===== src/rtl/ezvad_pkg.sv =====
// Shared types and constants for the energy / zero-crossing voice detector.
// Used by every module of the block; depends on nothing else.
package ezvad_pkg;

    localparam int SAMPLE_W = 16;
    localparam int SQUARE_W = 32;
    localparam int ENERGY_W = 46;
    localparam int CROSS_W  = 15;
    localparam int COUNT_W  = 16;
    localparam int FLEN_W   = 16;
    localparam int CFG_IDX_W = 2;
    localparam int CFG_DATA_W = ENERGY_W;

    // Configuration register indexes
    localparam logic [CFG_IDX_W-1:0] REG_FRAME_LENGTH = 2'd0;
    localparam logic [CFG_IDX_W-1:0] REG_ENERGY_THR   = 2'd1;
    localparam logic [CFG_IDX_W-1:0] REG_CROSS_THR    = 2'd2;
    localparam logic [CFG_IDX_W-1:0] REG_MIN_ACTIVE   = 2'd3;

    localparam logic [FLEN_W-1:0]  FRAME_LENGTH_RST = 16'd320;
    localparam logic [COUNT_W-1:0] MIN_ACTIVE_RST   = 16'd3;

    localparam logic [ENERGY_W-1:0] ENERGY_MAX = {ENERGY_W{1'b1}};
    localparam logic [CROSS_W-1:0]  CROSS_MAX  = {CROSS_W{1'b1}};
    localparam logic [COUNT_W-1:0]  COUNT_MAX  = {COUNT_W{1'b1}};

    typedef struct packed {
        logic signed [SAMPLE_W-1:0] sample;
        logic                       last_sample;
    } t_in;

    typedef struct packed {
        logic               voice_detected;
        logic [COUNT_W-1:0] active_frames;
    } t_out;

    // One record per sample leaving the frame accumulator
    typedef struct packed {
        logic                last;
        logic                frame_end;
        logic [ENERGY_W-1:0] energy;
        logic [CROSS_W-1:0]  crossing;
    } t_frame_rec;

endpackage


===== src/rtl/ezvad_frame_acc.sv =====
// Frame accumulator: input register, square stage, and per-frame energy and
// zero-crossing accumulation. Depends on ezvad_pkg.
module ezvad_frame_acc #(
    parameter int MAX_FRAME = 32768,
    parameter int POS_W     = $clog2(MAX_FRAME),
    parameter int LEN_W     = POS_W + 1
) (
    input  logic                    i_clk,
    input  logic                    i_rst_n,
    input  logic                    i_in_valid,
    input  ezvad_pkg::t_in          i_in_data,
    output logic                    o_in_ready,
    input  logic [LEN_W-1:0]        i_frame_len,
    output logic                    o_rec_valid,
    output ezvad_pkg::t_frame_rec   o_rec,
    input  logic                    i_rec_ready
);

    // Stage A: input register
    logic           r_a_valid;
    ezvad_pkg::t_in r_a;

    // Stage B: squared sample
    logic                               r_b_valid;
    logic [ezvad_pkg::SQUARE_W-1:0]     r_b_sq;
    logic                               r_b_neg;
    logic                               r_b_last;

    // Stage C: accumulated record
    logic                   r_c_valid;
    ezvad_pkg::t_frame_rec  r_c;

    // Frame state
    logic [ezvad_pkg::ENERGY_W-1:0] r_energy, n_energy;
    logic [ezvad_pkg::CROSS_W-1:0]  r_cross, n_cross;
    logic [POS_W-1:0]               r_pos, n_pos;
    logic                           r_prev_neg, n_prev_neg;

    logic c_free, b_free, a_free, b_go;
    logic a_neg;
    logic [ezvad_pkg::SAMPLE_W:0]   a_ext;
    logic [ezvad_pkg::SAMPLE_W-1:0] a_mag;
    logic [ezvad_pkg::ENERGY_W:0]   e_sum;
    logic [ezvad_pkg::ENERGY_W-1:0] e_acc;
    logic [ezvad_pkg::CROSS_W-1:0]  x_acc;
    logic [LEN_W-1:0]               pos_inc;
    logic                           frame_end;

    assign c_free     = !r_c_valid || i_rec_ready;
    assign b_free     = !r_b_valid || c_free;
    assign a_free     = !r_a_valid || b_free;
    assign b_go       = r_b_valid && c_free;
    assign o_in_ready = a_free;

    // Magnitude of a two's complement sample; the most negative value maps to 2^15
    always_comb begin
        a_neg = r_a.sample[ezvad_pkg::SAMPLE_W-1];
        a_ext = {r_a.sample[ezvad_pkg::SAMPLE_W-1], r_a.sample};
        a_mag = a_neg ? ezvad_pkg::SAMPLE_W'(-a_ext) : ezvad_pkg::SAMPLE_W'(a_ext);
    end

    always_comb begin
        e_sum = {1'b0, r_energy} + (ezvad_pkg::ENERGY_W + 1)'(r_b_sq);
        e_acc = e_sum[ezvad_pkg::ENERGY_W] ? ezvad_pkg::ENERGY_MAX
                                           : e_sum[ezvad_pkg::ENERGY_W-1:0];
        x_acc = r_cross;
        if ((r_pos != '0) && (r_prev_neg != r_b_neg) && (r_cross != ezvad_pkg::CROSS_MAX)) begin
            x_acc = r_cross + 1'b1;
        end
        pos_inc   = LEN_W'(r_pos) + 1'b1;
        frame_end = (pos_inc >= i_frame_len);

        n_energy   = e_acc;
        n_cross    = x_acc;
        n_prev_neg = r_b_neg;
        n_pos      = POS_W'(pos_inc);
        // Clear at a frame boundary and after the final sample of a buffer
        if (frame_end || r_b_last) begin
            n_energy   = '0;
            n_cross    = '0;
            n_prev_neg = 1'b0;
            n_pos      = '0;
        end
    end

    always_ff @(posedge i_clk) begin
        if (!i_rst_n) begin
            r_a_valid  <= 1'b0;
            r_b_valid  <= 1'b0;
            r_c_valid  <= 1'b0;
            r_energy   <= '0;
            r_cross    <= '0;
            r_pos      <= '0;
            r_prev_neg <= 1'b0;
        end else begin
            if (a_free) begin
                r_a_valid <= i_in_valid;
            end
            if (b_free) begin
                r_b_valid <= r_a_valid;
            end
            if (c_free) begin
                r_c_valid <= r_b_valid;
            end
            if (b_go) begin
                r_energy   <= n_energy;
                r_cross    <= n_cross;
                r_pos      <= n_pos;
                r_prev_neg <= n_prev_neg;
            end
        end
    end

    always_ff @(posedge i_clk) begin
        if (a_free && i_in_valid) begin
            r_a <= i_in_data;
        end
        if (b_free && r_a_valid) begin
            r_b_sq   <= a_mag * a_mag;
            r_b_neg  <= a_neg;
            r_b_last <= r_a.last_sample;
        end
        if (b_go) begin
            r_c.last      <= r_b_last;
            r_c.frame_end <= frame_end;
            r_c.energy    <= e_acc;
            r_c.crossing  <= x_acc;
        end
    end

    assign o_rec_valid = r_c_valid;
    assign o_rec       = r_c;

endmodule


===== src/rtl/energy_zcr_voice_detector_core.sv =====
// Energy and zero-crossing voice detector. Takes one signed 16-bit sample per
// cycle unless stalled, cuts the stream into frames of frame_length samples (zero
// counts as one, values above MAX_FRAME are clamped), and counts frames whose
// energy and sign-change count both exceed their thresholds. A sample marked last
// closes the buffer: one result follows with the saturating active-frame count
// and the voice flag, and a partial trailing frame is dropped. Sustained rate is
// one sample per cycle while the output is not stalled; the result passes from
// the input register through the square, accumulate and output registers. A
// stalled result holds the buffer-closing record, and the pipeline stalls its
// input once the three stages behind it are full. Write configuration only while
// idle.
// Depends on ezvad_pkg and ezvad_frame_acc.
module energy_zcr_voice_detector_core #(
    parameter int MAX_FRAME = 32768
) (
    input  logic                                i_clk,
    input  logic                                i_rst_n,
    input  logic                                i_in_valid,
    input  ezvad_pkg::t_in                      i_in_data,
    output logic                                o_in_ready,
    output logic                                o_out_valid,
    output ezvad_pkg::t_out                     o_out_data,
    input  logic                                i_out_ready,
    input  logic                                i_cfg_we,
    input  logic [ezvad_pkg::CFG_IDX_W-1:0]     i_cfg_index,
    input  logic [ezvad_pkg::CFG_DATA_W-1:0]    i_cfg_data
);

    localparam int POS_W = $clog2(MAX_FRAME);
    localparam int LEN_W = POS_W + 1;
    localparam int EXT_W = ezvad_pkg::FLEN_W + 1;

    logic [ezvad_pkg::FLEN_W-1:0]   r_frame_length;
    logic [ezvad_pkg::ENERGY_W-1:0] r_energy_thr;
    logic [ezvad_pkg::CROSS_W-1:0]  r_cross_thr;
    logic [ezvad_pkg::COUNT_W-1:0]  r_min_active;

    logic [ezvad_pkg::COUNT_W-1:0]  r_active, n_active;
    logic                           r_out_valid;
    ezvad_pkg::t_out                r_out;

    logic [EXT_W-1:0]       len_ext;
    logic [LEN_W-1:0]       frame_len;
    logic                   rec_valid, rec_ready, rec_go, out_free;
    ezvad_pkg::t_frame_rec  rec;

    // Clamp the frame length to 1..MAX_FRAME
    always_comb begin
        len_ext = {1'b0, r_frame_length};
        if (len_ext == '0) begin
            len_ext = EXT_W'(1);
        end else if (len_ext > EXT_W'(MAX_FRAME)) begin
            len_ext = EXT_W'(MAX_FRAME);
        end
        frame_len = LEN_W'(len_ext);
    end

    ezvad_frame_acc #(
        .MAX_FRAME (MAX_FRAME),
        .POS_W     (POS_W),
        .LEN_W     (LEN_W)
    ) u_frame_acc (
        .i_clk       (i_clk),
        .i_rst_n     (i_rst_n),
        .i_in_valid  (i_in_valid),
        .i_in_data   (i_in_data),
        .o_in_ready  (o_in_ready),
        .i_frame_len (frame_len),
        .o_rec_valid (rec_valid),
        .o_rec       (rec),
        .i_rec_ready (rec_ready)
    );

    // Only a buffer-closing record needs the output register
    assign out_free  = !r_out_valid || i_out_ready;
    assign rec_ready = !rec.last || out_free;
    assign rec_go    = rec_valid && rec_ready;

    always_comb begin
        n_active = r_active;
        if (rec.frame_end && (rec.energy > r_energy_thr) && (rec.crossing > r_cross_thr)
                && (r_active != ezvad_pkg::COUNT_MAX)) begin
            n_active = r_active + 1'b1;
        end
    end

    always_ff @(posedge i_clk) begin
        if (!i_rst_n) begin
            r_frame_length <= ezvad_pkg::FRAME_LENGTH_RST;
            r_energy_thr   <= '0;
            r_cross_thr    <= '0;
            r_min_active   <= ezvad_pkg::MIN_ACTIVE_RST;
            r_active       <= '0;
            r_out_valid    <= 1'b0;
        end else begin
            if (i_cfg_we) begin
                case (i_cfg_index)
                    ezvad_pkg::REG_FRAME_LENGTH: begin
                        r_frame_length <= i_cfg_data[ezvad_pkg::FLEN_W-1:0];
                    end
                    ezvad_pkg::REG_ENERGY_THR: begin
                        r_energy_thr <= i_cfg_data[ezvad_pkg::ENERGY_W-1:0];
                    end
                    ezvad_pkg::REG_CROSS_THR: begin
                        r_cross_thr <= i_cfg_data[ezvad_pkg::CROSS_W-1:0];
                    end
                    ezvad_pkg::REG_MIN_ACTIVE: begin
                        r_min_active <= i_cfg_data[ezvad_pkg::COUNT_W-1:0];
                    end
                    default: begin
                    end
                endcase
            end
            if (rec_go && rec.last) begin
                r_out_valid <= 1'b1;
            end else if (i_out_ready) begin
                r_out_valid <= 1'b0;
            end
            if (rec_go) begin
                if (rec.last) begin
                    r_active <= '0;
                end else begin
                    r_active <= n_active;
                end
            end
        end
    end

    always_ff @(posedge i_clk) begin
        if (rec_go && rec.last) begin
            r_out.voice_detected <= (n_active > r_min_active);
            r_out.active_frames  <= n_active;
        end
    end

    assign o_out_valid = r_out_valid;
    assign o_out_data  = r_out;

endmodule


===== config.mk =====
export PLATFORM = sky130hd
export DESIGN_NAME = energy_zcr_voice_detector_core
export DESIGN_NICKNAME = d
export VERILOG_FILES = /design/src/rtl/ezvad_pkg.sv /design/src/rtl/ezvad_frame_acc.sv /design/src/rtl/energy_zcr_voice_detector_core.sv
export SDC_FILE = /design/constraint.sdc
export NUM_CORES = 1
export LEC_CHECK = 0
export BUFFER_PORTS_ARGS = -buffer_cell sky130_fd_sc_hd__buf_2
export CAP_MARGIN = 15
export CORE_MARGIN = 2
export CORE_UTILIZATION = 45
export CTS_BUF_LIST = sky130_fd_sc_hd__clkbuf_4 sky130_fd_sc_hd__clkbuf_8
export CTS_CLUSTER_SIZE = 12
export DETAILED_ROUTE_END_ITERATION = 8
export PLACE_DENSITY = 0.71
export REMOVE_ABC_BUFFERS = 1
export SLEW_MARGIN = 20
export SYNTH_ARGS = -nofsm -noshare
export SYNTH_HDL_FRONTEND = slang
export SYNTH_SLANG_ARGS = --single-unit

===== constraint.sdc =====
create_clock -name i_clk -period 7.4 [get_ports i_clk]
set_clock_uncertainty 0.1 [all_clocks]
set_input_delay 1.11 -clock i_clk [delete_from_list [all_inputs] [get_ports i_clk]]
set_output_delay 1.11 -clock i_clk [all_outputs]
set_load 0.05 [all_outputs]

== Yosys cells after proc, flatten, opt, wreduce, memory -nomap -nowiden ==
Index checks and enable logic that the tools add are counted.

* Output and inout port bits: 19
* Register bits after elaboration: 321
* Bits of input ports: 70
* Logic and storage cells: 83

* $lt $le $gt $ge: 5
* $mul: 1
* Reductions and logical operators: 29
* Mux-type cells: 13
* Equal/unequal tests: 6
* Add/sub/neg operators: 5

{| class="wikitable"
|+ Operator list
! operator !! number
|-
| two-way mux 46 bit || 2
|-
| two-way mux 16 bit || 5
|-
| adder 46 x 32 -> 47 bit || 1
|-
| > comparator 46 bit || 1
|-
| two-way mux 15 bit || 3
|-
| multiplier 16 x 16 -> 32 bit || 1
|-
| adder 15 x 1 -> 16 bit (second input constant) || 1
|-
| adder 16 x 1 -> 16 bit (second input constant) || 1
|-
| >= comparator 16 bit || 1
|-
| > comparator 16 bit || 1
|-
| > comparator 16 bit (second input constant) || 1
|-
| logical NOT 16 bit || 1
|-
| inequality test 16 bit (second input constant) || 1
|-
| negation 16 bit || 1
|-
| adder 15 x 1 -> 15 bit (second input constant) || 1
|-
| > comparator 15 bit || 1
|-
| inequality test 15 bit (second input constant) || 1
|-
| nonzero test 15 bit || 1
|-
| logical AND 1 bit || 10
|-
| AND reduction 2 bit || 4
|-
| logical OR 1 bit || 6
|-
| logical NOT 1 bit || 5
|-
| equality test 2 bit (second input constant) || 2
|-
| two-way mux 1 bit || 3
|-
| 4 further kinds || 4
|}

== Depth between registers and ports, before layout ==
* Depth after elaboration: 7
* Mapped depth: 31
* Mapped depth without buffers: 31

== Modules after synthesis ==
From an unflattened synthesis, not the netlist that was laid out.

* Cells, all modules: 2660
* Area total of the unflattened synthesis: 24145.7 µm²

{| class="wikitable"
|+ Modules (own cells, without submodules)
! module !! area each (µm²) !! cells an instance !! seq. area each (µm²) !! times used
|-
| ezvad_frame_acc || 16955.0 || 1789 || 4994.8 || 1
|-
| energy_zcr_voice_detector_core || 7190.6 || 871 || 2712.6 || 1
|}

== Least setup slack after synthesis ==
Ideal clock, no wire load.

* Path kind: reg-to-reg
* Start point: register u_frame_acc.r_a (netlist bit u_frame_acc.a_ext[5])
* End point: register u_frame_acc.r_b_sq[30] in the netlist's numbering (data pin)
* Stages on the path, launching flop included: 29
* Data required time: 7126 ps
* Clock period less this slack: 7642 ps
* Data arrival time: 7368 ps
* Setup time: 174 ps
* Slack: -242 ps
* Path buffers: 0
* Cell sequence: edfxtp_1 > nor4_1 > inv_1 > nor3_2 > nand3_1 > and2_1 > xnor2_1 > clkinv_1 > nand2_1 > inv_1 > fa_1 > inv_1 > fa_1 > inv_1 > fa_1 > fa_1 > fa_1 > inv_1 > fa_1 > inv_1 > ha_1 > and4_1 > o21ai_0 > or4b_1 > a31oi_1 > o41a_1 > o21a_1 > nor4b_1 > a311oi_1

* Word-level cells in the longest chain between the ends: 3

{| class="wikitable"
|+ Ends and longest elaborated chain
! what !! RTL line !! RTL
|-
| start, declared || ezvad_frame_acc.sv:21 || <nowiki>ezvad_pkg::t_in r_a;</nowiki>
|-
| start signal, assigned || ezvad_frame_acc.sv:116 || <nowiki>r_a <= i_in_data;</nowiki>
|-
| negation 16 bit || ezvad_frame_acc.sv:59 || <nowiki>a_mag = a_neg ? ezvad_pkg::SAMPLE_W'(-a_ext) : ezvad_pkg::SAMPLE_W'(a_ext);</nowiki>
|-
| two-way mux 16 bit (*) || ezvad_frame_acc.sv:59 ||
|-
| multiplier 16 x 16 -> 32 bit (*) || ezvad_frame_acc.sv:119 || <nowiki>r_b_sq <= a_mag * a_mag;</nowiki>
|-
| end signal, assigned || ezvad_frame_acc.sv:119 ||
|-
| end, declared || ezvad_frame_acc.sv:25 || <nowiki>logic [ezvad_pkg::SQUARE_W-1:0] r_b_sq;</nowiki>
|}

Mark *: on every way between the ends. The rest lies on a longest branch, timed or not.
A chain may end at the register's enable or synchronous reset.

== Worst setup path in the final report ==
Ends and elaborated chain as after synthesis.

==> key figures <==
Synthesis
  • Cell variety after synth: 86
  • Post-synthesis sequential element count: 320
  • Async set-reset flop share out of synthesis: 0%
  • Mapped Area: 24000 µm²
  • Cells after synthesis: 2602
  • Post-synth EDFFs: 130
  • Syn_area_per_cell: 9.22 µm²
  • Top FF cell, synth: dfxtp_1
  • Seq/Total Area, Yosys: 32.1%
  • Adder and majority gate portion of the synthesized area: 25.5%
  • Simple-Gate Fraction of Synth Area: 15.6%
  • Multiplexer area fraction after synthesis: 0.407%
  • Main combinational cell family by area after synthesis: adder cells
  • Synth warn: 0
  • Compound-Gate Fraction of Synth Area: 15.4%
  • Post-Synth XOR/XNOR Area: 4.27%

Flow run
  • Max cap viols: 0

CTS
  • CTS tree: yes
  • # clock sinks: 320
  • Cts hold-fix bufs: 0
  • Clock root cell: clkbuf_8
  • Register clock-pin slew on the reported worst setup and hold paths: 60 ps
  • CTS H-tree lvls: 2
  • TritonCTS buffer count: 55
  • Worst skew pair latency: 650 ps
  • Max clock buf depth: 3

Critical path
  • CP most frequent cell: inv_1
  • Worst reg2reg path depth: 28
  • Worst R2R Setup Slack: -130 ps
  • Crit. Startpoint: u_frame_acc.a_ext[5]$_DFFE_PP_
  • Crit path launch type: flop
  • Critical Path Slowest Stage Cell: or4b_4
  • Critical path data required time: 7680 ps
  • WS Path Type: reg2reg
  • Endpoint class of the critical path: flop
  • Worst-path maximum fanout: 4
  • Setup crit end: u_frame_acc.r_b_sq[30]$_DFFE_PP_
  • WP data arrival: 7800 ps
  • R2r endpoint: u_frame_acc.r_b_sq[30]$_DFFE_PP_
  • R2r startpoint: u_frame_acc.a_ext[5]$_DFFE_PP_
  • Critical Path Max Stage Delay: 560 ps

Finish
  • NumNets Final: 3251
  • Final-layout fill cell count: 4710
  • Register area: 7710 µm²
  • Multi-input logic area: 15100 µm²
  • Fraction of layout cells with a size suffix above 1: 14.0%
  • Area grow syn2layout: 14.5%
  • Non-Filler Instances: 3525

Routing
  • WL/cell: 16.4 µm
  • First-pass iteration count of the detailed router: 8
  • Routed Antenna Nets: 0
  • Vias: 19000
  • Final wirelength: 57.8 mm
  • Via density: 5.38
  • Iter 0 DRT Violations: 1035
  • DRC viols: 0

Min path
  • Hold path start: u_frame_acc.r_a[0]$_DFFE_PP_
  • HP Class: reg2reg

Placement
  • Final Wtd Congestion: 0.920
  • IO buf count: 88
  • Placed cells: 3402
  • Detailed placer's ending HPWL: 44.6 mm

STA
  • RSZ-0062 raised after global routing: yes
  • Fin crit share: 102%
  • Final setup violation count: 4
  • Final Hold Fails: 0
  • Final Max Tran Viols: 0
  • Final setup margin: -126 ps
  • Max Freq: 133 MHz
  • Post-layout min period: 7530 ps
  • Slew headroom: 25.7%
  • Worst Tran Pin Value: 1110 ps

Floorplanning
  • Top Ports: 89
  • CORE AREA: 52700 µm²
  • Die Y: 235 µm
  • Die width: 235 µm
  • Number of rows created at floorplan: 84
  • Starting Density: 45.5%
  • Die footprint: 55200 µm²

Global routing
  • Vias in the first global route: 19300
  • Global Route Usage Sum: 20.8%
  • Number of antenna violations at the first check in global routing: 1
  • Global-route wire length before repair: 95.3 mm
  • Largest net degree at the start of global routing: 79
  • GR Overflow Total: 0

Run status
  • Status: finished with violations
  • Failing checks: negative setup slack
[registers in the layout (all words and copies together), names as in the netlist]
| signal | cells |
|---|---|
| u_frame_acc.o_rec | 63 |
| r_energy_thr | 46 |
| u_frame_acc.r_energy | 46 |
| u_frame_acc.r_b_sq | 31 |
| o_out_data | 17 |
| r_active | 16 |
| r_frame_length | 16 |
| r_min_active | 16 |
| u_frame_acc.a_ext | 16 |
| r_cross_thr | 15 |
| u_frame_acc.r_cross | 15 |
| u_frame_acc.r_pos | 15 |
| o_out_valid | 1 |
| u_frame_acc.o_rec_valid | 1 |
| u_frame_acc.r_a | 1 |
| u_frame_acc.r_a_valid | 1 |
| u_frame_acc.r_b_last | 1 |
| u_frame_acc.r_b_neg | 1 |
| u_frame_acc.r_b_valid | 1 |
| u_frame_acc.r_prev_neg | 1 |
[worst min-delay path by stage]
stage                                endpoint  cells past startpoint
2_1_floorplan  u_frame_acc.r_b_last$_DFFE_PP_                      0
3_3_place_gp   u_frame_acc.r_b_last$_DFFE_PP_                      0
3_5_place_dp   u_frame_acc.r_b_last$_DFFE_PP_                      0
4_1_cts        u_frame_acc.r_b_last$_DFFE_PP_                      0
5_1_grt        u_frame_acc.r_b_last$_DFFE_PP_                      0
6_report       u_frame_acc.r_b_last$_DFFE_PP_                      0
[cells in the mapped netlist, types with 6 or more instances]
| cell | number | area, µm² |
|---|---|---|
| a211oi_1 | 19 | 143 |
| a21boi_0 | 99 | 743 |
| a21o_1 | 60 | 450 |
| a21oi_1 | 96 | 480 |
| a22o_1 | 36 | 315 |
| a22oi_1 | 11 | 82.6 |
| a31oi_1 | 14 | 87.6 |
| a41oi_1 | 7 | 61.3 |
| and2_1 | 27 | 169 |
| and3_1 | 33 | 206 |
| and4_1 | 11 | 96.3 |
| buf_2 | 10 | 50.1 |
| clkbuf_1 | 70 | 263 |
| dfxtp_1 | 190 | 3800 |
| edfxtp_1 | 130 | 3900 |
| fa_1 | 164 | 3280 |
| ha_1 | 227 | 2840 |
| inv_1 | 332 | 1250 |
| mux2_2 | 6 | 67.6 |
| nand2_1 | 406 | 1520 |
| nand2b_1 | 15 | 93.8 |
| nand3_1 | 54 | 270 |
| nand4_1 | 18 | 113 |
| nor2_1 | 128 | 480 |
| nor2b_1 | 31 | 194 |
| nor3_1 | 26 | 130 |
| nor4_1 | 14 | 87.6 |
| o211ai_1 | 9 | 67.6 |
| o21a_1 | 21 | 158 |
| o21ai_0 | 79 | 395 |
| o21ai_1 | 13 | 65.1 |
| o21bai_1 | 10 | 75.1 |
| o31ai_1 | 8 | 60.1 |
| or2_2 | 7 | 43.8 |
| or3_1 | 9 | 56.3 |
| xnor2_1 | 69 | 604 |
| xor2_1 | 46 | 403 |
[per-stage QoR]
| step | util (%) | TNS (ps) | hold WS [ps] | instance area [µm²] | setup slack, ps |
|---|---|---|---|---|---|
| 6_report | 52.1 | -367 | 319 | 27500 | -126 |
| 5_1_grt | 52.1 | -3040 | 329 | 27500 | -442 |
| 4_1_cts | 51.4 | 0 | 319 | 27100 | 9.17 |
| 3_5_place_dp | 48.9 | -1480 | 306 | 25800 | -234 |
| 3_3_place_gp | 48.9 | -72.8 | 307 | 25800 | -43.1 |
| 2_1_floorplan | - | -1090 | 300 | 23700 | -240 |
[logic make-up after synthesis]
group,after synthesis
AND/OR/NAND/NOR,809
AO/OA/AOI/OAI,535
buffers and inverters,420
adder cells (fa/ha/maj),391
flip-flops,320
XOR/XNOR,116
multiplexers,9
other,2
[worst max-delay path: cells and delay by family (launching register included)]
family	cells	cell delay, ps
fa+ha+maj	7	3320
simple gates	6	1540
buf+inv	8	590
flops	1	400
compound gates	6	1070
xor+xnor	1	220
[cell type report]
class,count,area share [%]
antenna,1,0.00911
clock inverter,11,0.287
clock buffer,92,4.07
tap,688,3.14
inverter,339,4.65
multi-input combinational,1871,54.9
sequential,320,28.1
timing repair buffer,203,4.92
[per-layer routing]
layer  vias up  part of all wire [%]  GRT usage, %
met5         -                     0             0
met4         0                   3.5          8.34
met3       119                   4.9          2.94
met2       532                    49          36.1
met1      9099                    43          26.1
li1       9205                     -             -
[repair_timing]
| item | 4_1_cts | 5_1_grt |
|---|---|---|
| setup endpoints to repair | 10 | 12 |
| pin swaps | 7 | 50 |
| resized for setup | 20 | 65 |
| endpoints found under the hold margin | 0 | 0 |
| buffers inserted | 5 | 13 |
[cells in the final DEF (no fill, tap or decap), types with 87 or more instances in the layout]
| cell type | synthesis | routed |
|---|---|---|
| edfxtp_1 | 130 | 130 |
| a21boi_0 | 99 | 97 |
| nand2_1 | 406 | 402 |
| buf_2 | 10 | 87 |
| fa_1 | 164 | 158 |
| buf_4 | 0 | 111 |
| inv_1 | 332 | 326 |
| ha_1 | 227 | 218 |
| nor2_1 | 128 | 121 |
| a21oi_1 | 96 | 91 |
| dfxtp_1 | 190 | 190 |
Power is left out: the tool's default activity adds up to more than one toggle a clock period on the data nets, which glitch-free logic cannot reach.
